### config.mk
export PLATFORM = sky130hd
export DESIGN_NAME = multichannel_downmix_to_int16_unit
export DESIGN_NICKNAME = d
export VERILOG_FILES = /design/src/hdl/dmx_pkg.sv /design/src/hdl/dmx_lane.sv /design/src/hdl/dmx_merge.sv /design/src/hdl/dmx_scale.sv /design/src/hdl/multichannel_downmix_to_int16_unit.sv
export SDC_FILE = /design/constraint.sdc
export NUM_CORES = 2
export LEC_CHECK = 0
export BUFFER_PORTS_ARGS = -buffer_cell sky130_fd_sc_hd__buf_2
export CAP_MARGIN = 20
export CELL_PAD_IN_SITES_DETAIL_PLACEMENT = 1
export CELL_PAD_IN_SITES_GLOBAL_PLACEMENT = 1
export CORE_UTILIZATION = 40
export DETAILED_ROUTE_END_ITERATION = 16
export PLACE_DENSITY_LB_ADDON = 0.1
export SYNTH_ARGS = -nofsm -noshare
export SYNTH_HDL_FRONTEND = slang
export SYNTH_HIERARCHICAL = 1
export SYNTH_SLANG_ARGS = --single-unit
### constraint.sdc
create_clock -name i_clk -period 40 [get_ports i_clk]
set_clock_uncertainty 0.1 [all_clocks]
set_input_delay 6 -clock i_clk [delete_from_list [all_inputs] [get_ports i_clk]]
set_output_delay 6 -clock i_clk [all_outputs]
set_load 0.01 [all_outputs]
### src/hdl/dmx_pkg.sv
// ----------------------------------------------------------------------------
// dmx_pkg
// Shared types, widths and constants of the multichannel downmix unit.
// ----------------------------------------------------------------------------
package dmx_pkg;

    localparam int SAMPLE_W     = 32;   // raw channel sample
    localparam int NUM_SLOTS    = 8;    // channel fields on the input stream
    localparam int MAX_CH_DEF   = 8;
    localparam int FMT_W        = 3;
    localparam int CNT_W        = 4;
    localparam int OUT_W        = 16;
    localparam int LANE_W       = 40;   // Q8.31 plus sign
    localparam int SUM_W        = 43;   // sum of eight lanes
    localparam int MAG_W        = 34;   // magnitude below n * 2^31
    localparam int FRAC_W       = 31;
    localparam int SCALE_W      = 15;   // shift for the * 32767 step
    localparam int T_W          = 18;   // scaled magnitude / 2^31
    localparam int RECIP_SH     = 21;
    localparam int RECIP_W      = 22;
    localparam int Q_W          = 15;
    localparam int APB_DW       = 32;
    localparam int APB_AW       = 3;

    // sample formats
    localparam logic [FMT_W-1:0] FMT_U8  = 3'd0;
    localparam logic [FMT_W-1:0] FMT_S16 = 3'd1;
    localparam logic [FMT_W-1:0] FMT_S32 = 3'd2;
    localparam logic [FMT_W-1:0] FMT_F32 = 3'd3;

    // register indexes (paddr[2])
    localparam logic REG_FORMAT = 1'b0;
    localparam logic REG_COUNT  = 1'b1;

    localparam logic [FMT_W-1:0] FORMAT_RST = FMT_S16;
    localparam logic [CNT_W-1:0] COUNT_RST  = 4'd1;

    localparam logic signed [OUT_W-1:0] FULL_POS = 16'sd32767;
    localparam logic signed [OUT_W-1:0] FULL_NEG = -16'sd32767;

    // floor(2^21 / n) for n = 1..8, unused codes zero
    localparam logic [RECIP_W-1:0] RECIP_TBL [16] = '{
        22'd0,      22'd2097152, 22'd1048576, 22'd699050,
        22'd524288, 22'd419430,  22'd349525,  22'd299593,
        22'd262144, 22'd0,       22'd0,       22'd0,
        22'd0,      22'd0,       22'd0,       22'd0
    };

    typedef logic signed [LANE_W-1:0] t_lane;

    typedef struct packed {
        logic             sat_pos;
        logic             sat_neg;
        logic             neg;
        logic [MAG_W-1:0] mag;
    } t_mag;

endpackage

### src/hdl/dmx_lane.sv
// ----------------------------------------------------------------------------
// dmx_lane
// One channel lane: decode raw sample bits into a registered Q8.31 value.
// ----------------------------------------------------------------------------
module dmx_lane (
    input  logic                          i_clk,
    input  logic                          i_en,
    input  logic [dmx_pkg::FMT_W-1:0]     i_fmt,
    input  logic [dmx_pkg::SAMPLE_W-1:0]  i_raw,
    output dmx_pkg::t_lane                o_lane
);

    localparam int FMAG_W = dmx_pkg::LANE_W - 1;

    logic [7:0]          w_exp;
    logic [23:0]         w_full;
    logic [7:0]          w_rsh;
    logic [FMAG_W-1:0]   w_fmag;
    dmx_pkg::t_lane      w_flane;
    dmx_pkg::t_lane      n_lane;
    dmx_pkg::t_lane      r_lane;

    // IEEE single to Q8.31, truncated toward zero, saturated at 2^38
    always_comb begin
        w_exp  = i_raw[30:23];
        w_full = {1'b1, i_raw[22:0]};
        w_rsh  = 8'd119 - w_exp;
        w_fmag = '0;
        if (w_exp == 8'hFF) begin
            w_fmag = (i_raw[22:0] != '0) ? '0 : FMAG_W'(1) << 38;
        end else if (w_exp == 8'd0) begin
            w_fmag = '0;
        end else if (w_exp >= 8'd134) begin
            w_fmag = FMAG_W'(1) << 38;
        end else if (w_exp >= 8'd119) begin
            w_fmag = FMAG_W'(w_full) << (w_exp - 8'd119);
        end else if (w_rsh < 8'd24) begin
            w_fmag = FMAG_W'(w_full >> w_rsh[4:0]);
        end
        w_flane = i_raw[31] ? -dmx_pkg::t_lane'({1'b0, w_fmag})
                            : dmx_pkg::t_lane'({1'b0, w_fmag});
    end

    always_comb begin
        unique case (i_fmt)
            dmx_pkg::FMT_U8:  n_lane = {{8{~i_raw[7]}}, ~i_raw[7], i_raw[6:0], 24'd0};
            dmx_pkg::FMT_S16: n_lane = {{8{i_raw[15]}}, i_raw[15:0], 16'd0};
            dmx_pkg::FMT_S32: n_lane = {{8{i_raw[31]}}, i_raw};
            dmx_pkg::FMT_F32: n_lane = w_flane;
            default:          n_lane = '0;
        endcase
    end

    always_ff @(posedge i_clk) begin
        if (i_en) begin
            r_lane <= n_lane;
        end
    end

    assign o_lane = r_lane;

endmodule

### src/hdl/dmx_merge.sv
// ----------------------------------------------------------------------------
// dmx_merge
// Registered adder tree over the lanes in use, then clamp test and magnitude.
// ----------------------------------------------------------------------------
module dmx_merge #(
    parameter int MAX_CHANNELS = dmx_pkg::MAX_CH_DEF
) (
    input  logic                       i_clk,
    input  logic [3:0]                 i_en,     // tree level 1..3, clamp stage
    input  logic [dmx_pkg::CNT_W-1:0]  i_n,
    input  dmx_pkg::t_lane             i_lanes [MAX_CHANNELS],
    output dmx_pkg::t_mag              o_mag
);

    localparam int W1 = dmx_pkg::LANE_W + 1;
    localparam int W2 = dmx_pkg::LANE_W + 2;

    dmx_pkg::t_lane                  w_lane [dmx_pkg::NUM_SLOTS];
    logic signed [W1-1:0]            r_s1 [4];
    logic signed [W2-1:0]            r_s2 [2];
    logic signed [dmx_pkg::SUM_W-1:0] r_sum;
    logic signed [dmx_pkg::SUM_W-1:0] w_limit;
    logic signed [dmx_pkg::SUM_W-1:0] w_abs;
    dmx_pkg::t_mag                   n_mag;
    dmx_pkg::t_mag                   r_mag;

    // drop lanes beyond the channel count
    for (genvar g = 0; g < dmx_pkg::NUM_SLOTS; g++) begin : g_mask
        if (g < MAX_CHANNELS) begin : g_used
            assign w_lane[g] = (dmx_pkg::CNT_W'(g) < i_n) ? i_lanes[g] : '0;
        end else begin : g_pad
            assign w_lane[g] = '0;
        end
    end

    always_ff @(posedge i_clk) begin
        if (i_en[0]) begin
            for (int k = 0; k < 4; k++) begin
                r_s1[k] <= W1'(w_lane[2*k]) + W1'(w_lane[2*k+1]);
            end
        end
        if (i_en[1]) begin
            for (int k = 0; k < 2; k++) begin
                r_s2[k] <= W2'(r_s1[2*k]) + W2'(r_s1[2*k+1]);
            end
        end
        if (i_en[2]) begin
            r_sum <= dmx_pkg::SUM_W'(r_s2[0]) + dmx_pkg::SUM_W'(r_s2[1]);
        end
        if (i_en[3]) begin
            r_mag <= n_mag;
        end
    end

    always_comb begin
        w_limit       = {8'd0, i_n, 31'd0};
        w_abs         = r_sum[dmx_pkg::SUM_W-1] ? -r_sum : r_sum;
        n_mag.sat_pos = (r_sum >= w_limit);
        n_mag.sat_neg = (r_sum <= -w_limit);
        n_mag.neg     = r_sum[dmx_pkg::SUM_W-1];
        n_mag.mag     = w_abs[dmx_pkg::MAG_W-1:0];
    end

    assign o_mag = r_mag;

endmodule

### src/hdl/dmx_scale.sv
// ----------------------------------------------------------------------------
// dmx_scale
// Mean times 32767, truncated: scale, divide by channel count, sign, output.
// ----------------------------------------------------------------------------
module dmx_scale (
    input  logic                          i_clk,
    input  logic [2:0]                    i_en,
    input  logic [dmx_pkg::CNT_W-1:0]     i_n,
    input  dmx_pkg::t_mag                 i_mag,
    output logic signed [dmx_pkg::OUT_W-1:0] o_sample
);

    localparam int P_W    = dmx_pkg::MAG_W + dmx_pkg::SCALE_W;
    localparam int PROD_W = dmx_pkg::T_W + dmx_pkg::RECIP_W;
    localparam int REM_W  = dmx_pkg::T_W + 1;

    logic [P_W-1:0]                   w_p;
    logic [PROD_W-1:0]                w_prod;
    logic [REM_W-1:0]                 w_qn;
    logic [REM_W-1:0]                 w_rem;
    logic [dmx_pkg::OUT_W-1:0]        w_q;
    logic signed [dmx_pkg::OUT_W-1:0] n_sample;

    logic [dmx_pkg::T_W-1:0]          r_t5;
    logic [2:0]                       r_flg5;   // sat_pos, sat_neg, neg
    logic [dmx_pkg::T_W-1:0]          r_t6;
    logic [dmx_pkg::Q_W-1:0]          r_q6;
    logic [2:0]                       r_flg6;
    logic signed [dmx_pkg::OUT_W-1:0] r_sample;

    always_comb begin
        // mag * 32767, then drop the 2^31 of Q8.31
        w_p    = {i_mag.mag, 15'd0} - P_W'(i_mag.mag);
        // quotient estimate by reciprocal, low by at most one
        w_prod = PROD_W'(r_t5) * PROD_W'(dmx_pkg::RECIP_TBL[i_n]);
        w_qn   = REM_W'(r_q6) * REM_W'(i_n);
        w_rem  = REM_W'(r_t6) - w_qn;
        w_q    = (w_rem >= REM_W'(i_n)) ? dmx_pkg::OUT_W'(r_q6) + 16'd1
                                        : dmx_pkg::OUT_W'(r_q6);
        priority if (r_flg6[2]) begin
            n_sample = dmx_pkg::FULL_POS;
        end else if (r_flg6[1]) begin
            n_sample = dmx_pkg::FULL_NEG;
        end else if (r_flg6[0]) begin
            n_sample = -signed'(w_q);
        end else begin
            n_sample = signed'(w_q);
        end
    end

    always_ff @(posedge i_clk) begin
        if (i_en[0]) begin
            r_t5   <= w_p[P_W-1:dmx_pkg::FRAC_W];
            r_flg5 <= {i_mag.sat_pos, i_mag.sat_neg, i_mag.neg};
        end
        if (i_en[1]) begin
            r_t6   <= r_t5;
            r_q6   <= w_prod[dmx_pkg::RECIP_SH +: dmx_pkg::Q_W];
            r_flg6 <= r_flg5;
        end
        if (i_en[2]) begin
            r_sample <= n_sample;
        end
    end

    assign o_sample = r_sample;

endmodule

### src/hdl/multichannel_downmix_to_int16_unit.sv
// ----------------------------------------------------------------------------
// multichannel_downmix_to_int16_unit
// Downmix of one multichannel PCM frame to one mono signed 16-bit sample.
// ----------------------------------------------------------------------------
// One frame transaction is taken per clock while the pipeline can advance, and
// one mono sample comes out per frame. Each channel has its own decode lane,
// a three-level registered adder tree merges the lanes, and a reciprocal
// multiply divides by the channel count; every pipeline stage holds one
// frame, and a stalled output only stops the input once all eight stages are
// full. Write the format and channel count through the APB port while no
// frame is in flight.
module multichannel_downmix_to_int16_unit #(
    parameter int MAX_CHANNELS = dmx_pkg::MAX_CH_DEF
) (
    input  logic                                          i_clk,
    input  logic                                          i_rst_n,
    // stream in, tdata: sample_0 [31:0] .. sample_7 [255:224]
    input  logic                                          i_s_tvalid,
    output logic                                          o_s_tready,
    input  logic [dmx_pkg::NUM_SLOTS*dmx_pkg::SAMPLE_W-1:0] i_s_tdata,
    // stream out, tdata: mono_sample [15:0]
    output logic                                          o_m_tvalid,
    input  logic                                          i_m_tready,
    output logic [dmx_pkg::OUT_W-1:0]                     o_m_tdata,
    // APB configuration
    input  logic                                          i_psel,
    input  logic                                          i_penable,
    input  logic                                          i_pwrite,
    input  logic [dmx_pkg::APB_AW-1:0]                    i_paddr,
    input  logic [dmx_pkg::APB_DW-1:0]                    i_pwdata,
    output logic [dmx_pkg::APB_DW-1:0]                    o_prdata,
    output logic                                          o_pready
);

    localparam int NUM_STG = 8;

    logic [dmx_pkg::FMT_W-1:0]        r_format;
    logic [dmx_pkg::CNT_W-1:0]        r_count;
    logic [dmx_pkg::CNT_W-1:0]        w_n;
    logic                             w_wr;
    logic [NUM_STG-1:0]               r_vld;
    logic [NUM_STG-1:0]               w_adv;
    dmx_pkg::t_lane                   w_lanes [MAX_CHANNELS];
    dmx_pkg::t_mag                    w_mag;
    logic signed [dmx_pkg::OUT_W-1:0] w_sample;

    // configuration registers
    assign w_wr     = i_psel & i_penable & i_pwrite;
    assign o_pready = 1'b1;

    always_ff @(posedge i_clk) begin
        if (!i_rst_n) begin
            r_format <= dmx_pkg::FORMAT_RST;
            r_count  <= dmx_pkg::COUNT_RST;
        end else if (w_wr) begin
            unique case (i_paddr[2])
                dmx_pkg::REG_FORMAT: r_format <= i_pwdata[dmx_pkg::FMT_W-1:0];
                dmx_pkg::REG_COUNT:  r_count  <= i_pwdata[dmx_pkg::CNT_W-1:0];
                default: ;
            endcase
        end
    end

    always_comb begin
        unique case (i_paddr[2])
            dmx_pkg::REG_FORMAT: o_prdata = dmx_pkg::APB_DW'(r_format);
            dmx_pkg::REG_COUNT:  o_prdata = dmx_pkg::APB_DW'(r_count);
            default:             o_prdata = '0;
        endcase
    end

    // zero count means one channel, large counts saturate
    always_comb begin
        priority if (r_count == '0) begin
            w_n = dmx_pkg::CNT_W'(1);
        end else if (r_count > dmx_pkg::CNT_W'(MAX_CHANNELS)) begin
            w_n = dmx_pkg::CNT_W'(MAX_CHANNELS);
        end else begin
            w_n = r_count;
        end
    end

    // a stage advances when it is empty or the next one advances
    always_comb begin
        w_adv[NUM_STG-1] = ~r_vld[NUM_STG-1] | i_m_tready;
        for (int k = NUM_STG - 2; k >= 0; k--) begin
            w_adv[k] = ~r_vld[k] | w_adv[k+1];
        end
    end

    always_ff @(posedge i_clk) begin
        if (!i_rst_n) begin
            r_vld <= '0;
        end else begin
            if (w_adv[0]) begin
                r_vld[0] <= i_s_tvalid;
            end
            for (int k = 1; k < NUM_STG; k++) begin
                if (w_adv[k]) begin
                    r_vld[k] <= r_vld[k-1];
                end
            end
        end
    end

    assign o_s_tready = w_adv[0];

    for (genvar g = 0; g < MAX_CHANNELS; g++) begin : g_lane
        dmx_lane u_lane (
            .i_clk  (i_clk),
            .i_en   (w_adv[0]),
            .i_fmt  (r_format),
            .i_raw  (i_s_tdata[g*dmx_pkg::SAMPLE_W +: dmx_pkg::SAMPLE_W]),
            .o_lane (w_lanes[g])
        );
    end

    dmx_merge #(
        .MAX_CHANNELS (MAX_CHANNELS)
    ) u_merge (
        .i_clk   (i_clk),
        .i_en    (w_adv[4:1]),
        .i_n     (w_n),
        .i_lanes (w_lanes),
        .o_mag   (w_mag)
    );

    dmx_scale u_scale (
        .i_clk    (i_clk),
        .i_en     (w_adv[7:5]),
        .i_n      (w_n),
        .i_mag    (w_mag),
        .o_sample (w_sample)
    );

    assign o_m_tvalid = r_vld[NUM_STG-1];
    assign o_m_tdata  = w_sample;

endmodule
==> run_results.csv <==
group,metric,value,unit
outcome,status,"finished clean",
clocking,hold_buffers,0,
synth,netlist_area,106000,um^2
route,viasPerCell,6.529,
place,post_dp_cell_area,108900,um^2
setup_path,regToRegEndpoint,"u_scale/r_q6[14]$_DFFE_PP_",
synth,yosysSeqAreaShare,20.70,%
global_routing,grt_pass1_vias,102100,
power_and_ir_drop,pwr-share-comb,50.6,%
setup_path,rrSetupSlack,29820,ps
setup_path,critPathArrivalTime,7990,ps
die,die_x,516.9,um
sta,drv_slew,0,
die,start_util,40.32,%
sta,tns,0,ps
route,first_pass_iters,6,
min_path,holdPathStages,0,
place,port_buffers,289,
final_layout,area_delta_synth_final,5.544,%
route,remaining_drc_errors,0,
min_path,holdCritStartpoint,"u_merge/o_mag[36]$_DFFE_PP_",
setup_path,reg2regPathDepth,28,
setup_path,critPathCaptureType,"output pin",
sta,slew_headroom,22.73,%
clocking,cts_root_buf,"clkbuf_16",
min_path,hold_end,"u_scale/r_flg5[2]$_DFFE_PP_",
setup_path,start_kind,"primary input",
final_layout,drive_gt1_share,11.93,%
setup_path,crit_required,33900,ps
global_routing,grt_usage,32.87,%
route,ant_nets,0,
die,dieArea,267100,um^2
route,wire_per_inst,29.20,um
final_layout,fin_area,111900,um^2
clocking,post_cts.repair.setup_buffers,0,
setup_path,rr_startpoint,"r_count[3]$_SDFFE_PN0P_",
global_routing,grt_pass1_wl,671100,um
clocking,clkSinkCount,736,
synth,ys_seq_elements,736,
place,dp.cells,15340,
power_and_ir_drop,vdd_drop_max,0.04874,mV
route,drt_iter0_markers,9031,
clocking,htree_levels,3,
die,core,263000,um^2
synth,async_reset_ff_share,0,%
synth,yosysTopAreaCell,"edfxtp_1",
synth,synth_top_cells_by_count,"986 x nand2_1, 721 x edfxtp_1, 708 x a21oi_1",
sta,rsz0062_at_grt,"no",
power_and_ir_drop,leakage,46.34,nW
die,ios,349,
power_and_ir_drop,powerDensity,33.90,nW/um^2
sta,clock.fmax,0.07098,GHz
clocking,path_clk_slew,60,ps
sta,hold_viol,0,
synth,yosys.cell_count.top_type,"nand2_1",
setup_path,crit_type,"in2out",
power_and_ir_drop,seq_power_share,28.3,%
power_and_ir_drop,internal_power,2.130,mW
sta,setup_viol,0,
die,die_y,516.9,um
setup_path,critPathMaxFanout,34,
global_routing,antenna_found_initial,24,
final_layout,layoutNonFillerInstCount,15520,
clocking,tritoncts,"done",
clocking,numCtsBuffers,88,
synth,synth_cells,12320,
global_routing,grt-ovfl-total,0,
power_and_ir_drop,p_sw,1.663,mW
job,cap_violations,0,
sta,fin_crit,14090,ps
die,rows,188,
min_path,hold_class,"reg2reg",
power_and_ir_drop,pwr-share-clk,21.1,%
synth,synth-main-ff-cell,"edfxtp_1",
synth,syn_avg_cell_area,8.606,um^2
clocking,cts_resized,0,
final_layout,nFillCells,30830,
route,drt_wl_total,453100,um
place,gp_congestion,0.9652,
clocking,clock_latency,730,ps
global_routing,grt_start_max_net_pins,86,
clocking,clockBufferDepth,3,
power_and_ir_drop,p_sw_share,43.84,%
sta,timing.final.crit_share,35.22,%
sta,timing.hold.ws,322.1,ps
sta,worstMarginPinSlew,1151,ps
route,vias,101300,
synth,ys_types,130,
synth,ys_warn_count,6,
synth,synth_top_area_share,20.42,%
final_layout,nets,13070,
place,dpl.hpwl,343600,um
synth,synth-edff-count,721,
synth,synth_top_cells_by_area,"edfxtp_1 20%, fa_1 6.4%, ha_1 6.1%",
-- logic make-up after synthesis --
| kind of cell | share of synthesized area [%] |
|---|---|
| AO/OA/AOI/OAI | 22.35 |
| XOR/XNOR | 5.177 |
| adder cells (fa/ha/maj) | 12.46 |
| buffers and inverters | 6.704 |
| flip-flops | 20.70 |
| multiplexers | 13.29 |
| other | 0.007083 |
| AND/OR/NAND/NOR | 19.31 |
-- worst max-delay path: stages --
cell	delay [ps]
buf_2	100
and4b_4	370
inv_2	210
nor2_2	330
nand3_4	550
buf_2	410
-- sequential cells by signal, summed over array words and instances, names as in the netlist --
| register | flops |
|---|---|
| g_lane.u_lane/o_lane | 320 |
| r_count | 4 |
| r_format | 3 |
| r_vld | 8 |
| u_merge/o_mag | 37 |
| u_merge/r_s1 | 164 |
| u_merge/r_s2 | 84 |
| u_merge/r_sum | 43 |
| u_scale/o_sample | 16 |
| u_scale/r_flg5 | 3 |
| u_scale/r_flg6 | 3 |
| u_scale/r_q6 | 15 |
| u_scale/r_t5 | 18 |
| u_scale/r_t6 | 18 |
-- power groups by stage --
| stage | clock [mW] | combinational (mW) | sequential, mW |
|---|---|---|---|
| 6_report | 0.801 | 1.92 | 1.07 |
| 5_1_grt | 0.847 | 2.07 | 1.09 |
| 4_1_cts | 0.822 | 1.89 | 1.08 |
| 3_5_place_dp | 0 | 1.87 | 1.09 |
| 3_3_place_gp | 0 | 1.83 | 1.09 |
| 2_1_floorplan | 0 | 1.34 | 1.03 |
-- layout by cell type, fill, tap and decap left out, drive strengths merged, types with 51 or more instances in the layout --
cell      n
o41ai    76
a21oi   721
nand2   987
nor4    103
and2    236
xnor2   413
a211oi  170
nand3   309
a221oi   51
o21ai   591
o211ai   66
mux4    229
ha      515
o21bai   53
o31ai   129
nand4   138
nor3    303
a22oi   100
o21a     53
or2      59
a22o     79
nor2    690
inv     694
xor2    206
clkbuf  106
nand2b  134
a21o    254
mux2i   493
fa      338
a211o    58
and3    176
buf     469
a31oi   159
mux2    349
or3     114
o22ai   219
nor2b   419
edfxtp  721
-- layout make-up --
class	count	area (um^2)	area share [%]
Clock inverter	54	543.0	0.4852
Antenna cell	9	22.52	0.02013
Inverter	701	2638	2.357
Multi-Input combinational cell	9926	77160	68.95
Timing Repair Buffer	470	2860	2.556
Clock buffer	105	2317	2.071
Sequential cell	736	21970	19.63
Tap cell	3515	4398	3.930
-- worst max-delay path by stage --
stage,end,cells past startpoint,start,slack [ps]
finish,o_s_tready,6,i_m_tready,25910
global route,o_s_tready,6,i_m_tready,25800
CTS,o_s_tready,6,i_m_tready,25890
detailed placement,o_s_tready,6,i_m_tready,25900
global placement,o_s_tready,6,i_m_tready,25960
floorplan,o_s_tready,4,i_m_tready,20090
-- metal layers --
metal	share of wire (%)	wire length [um]	GRT usage, %	vias up
met1	45	202300	45.81	51600
met5	0.013	59	0	-
li1	-	-	-	45200
met4	3.0	13620	9.299	12
met2	46	208300	53.45	3772
met3	6.4	28800	3.665	720
-- stage by stage --
step	setup slack (ps)	util, %	power (mW)
2_1_floorplan	20090	-	2.369
3_3_place_gp	25960	41.41	2.918
3_5_place_dp	25900	41.41	2.967
4_1_cts	25890	42.50	3.788
5_1_grt	25800	42.55	4.003
6_report	25910	42.55	3.793
(Power assumes the default switching activity.)
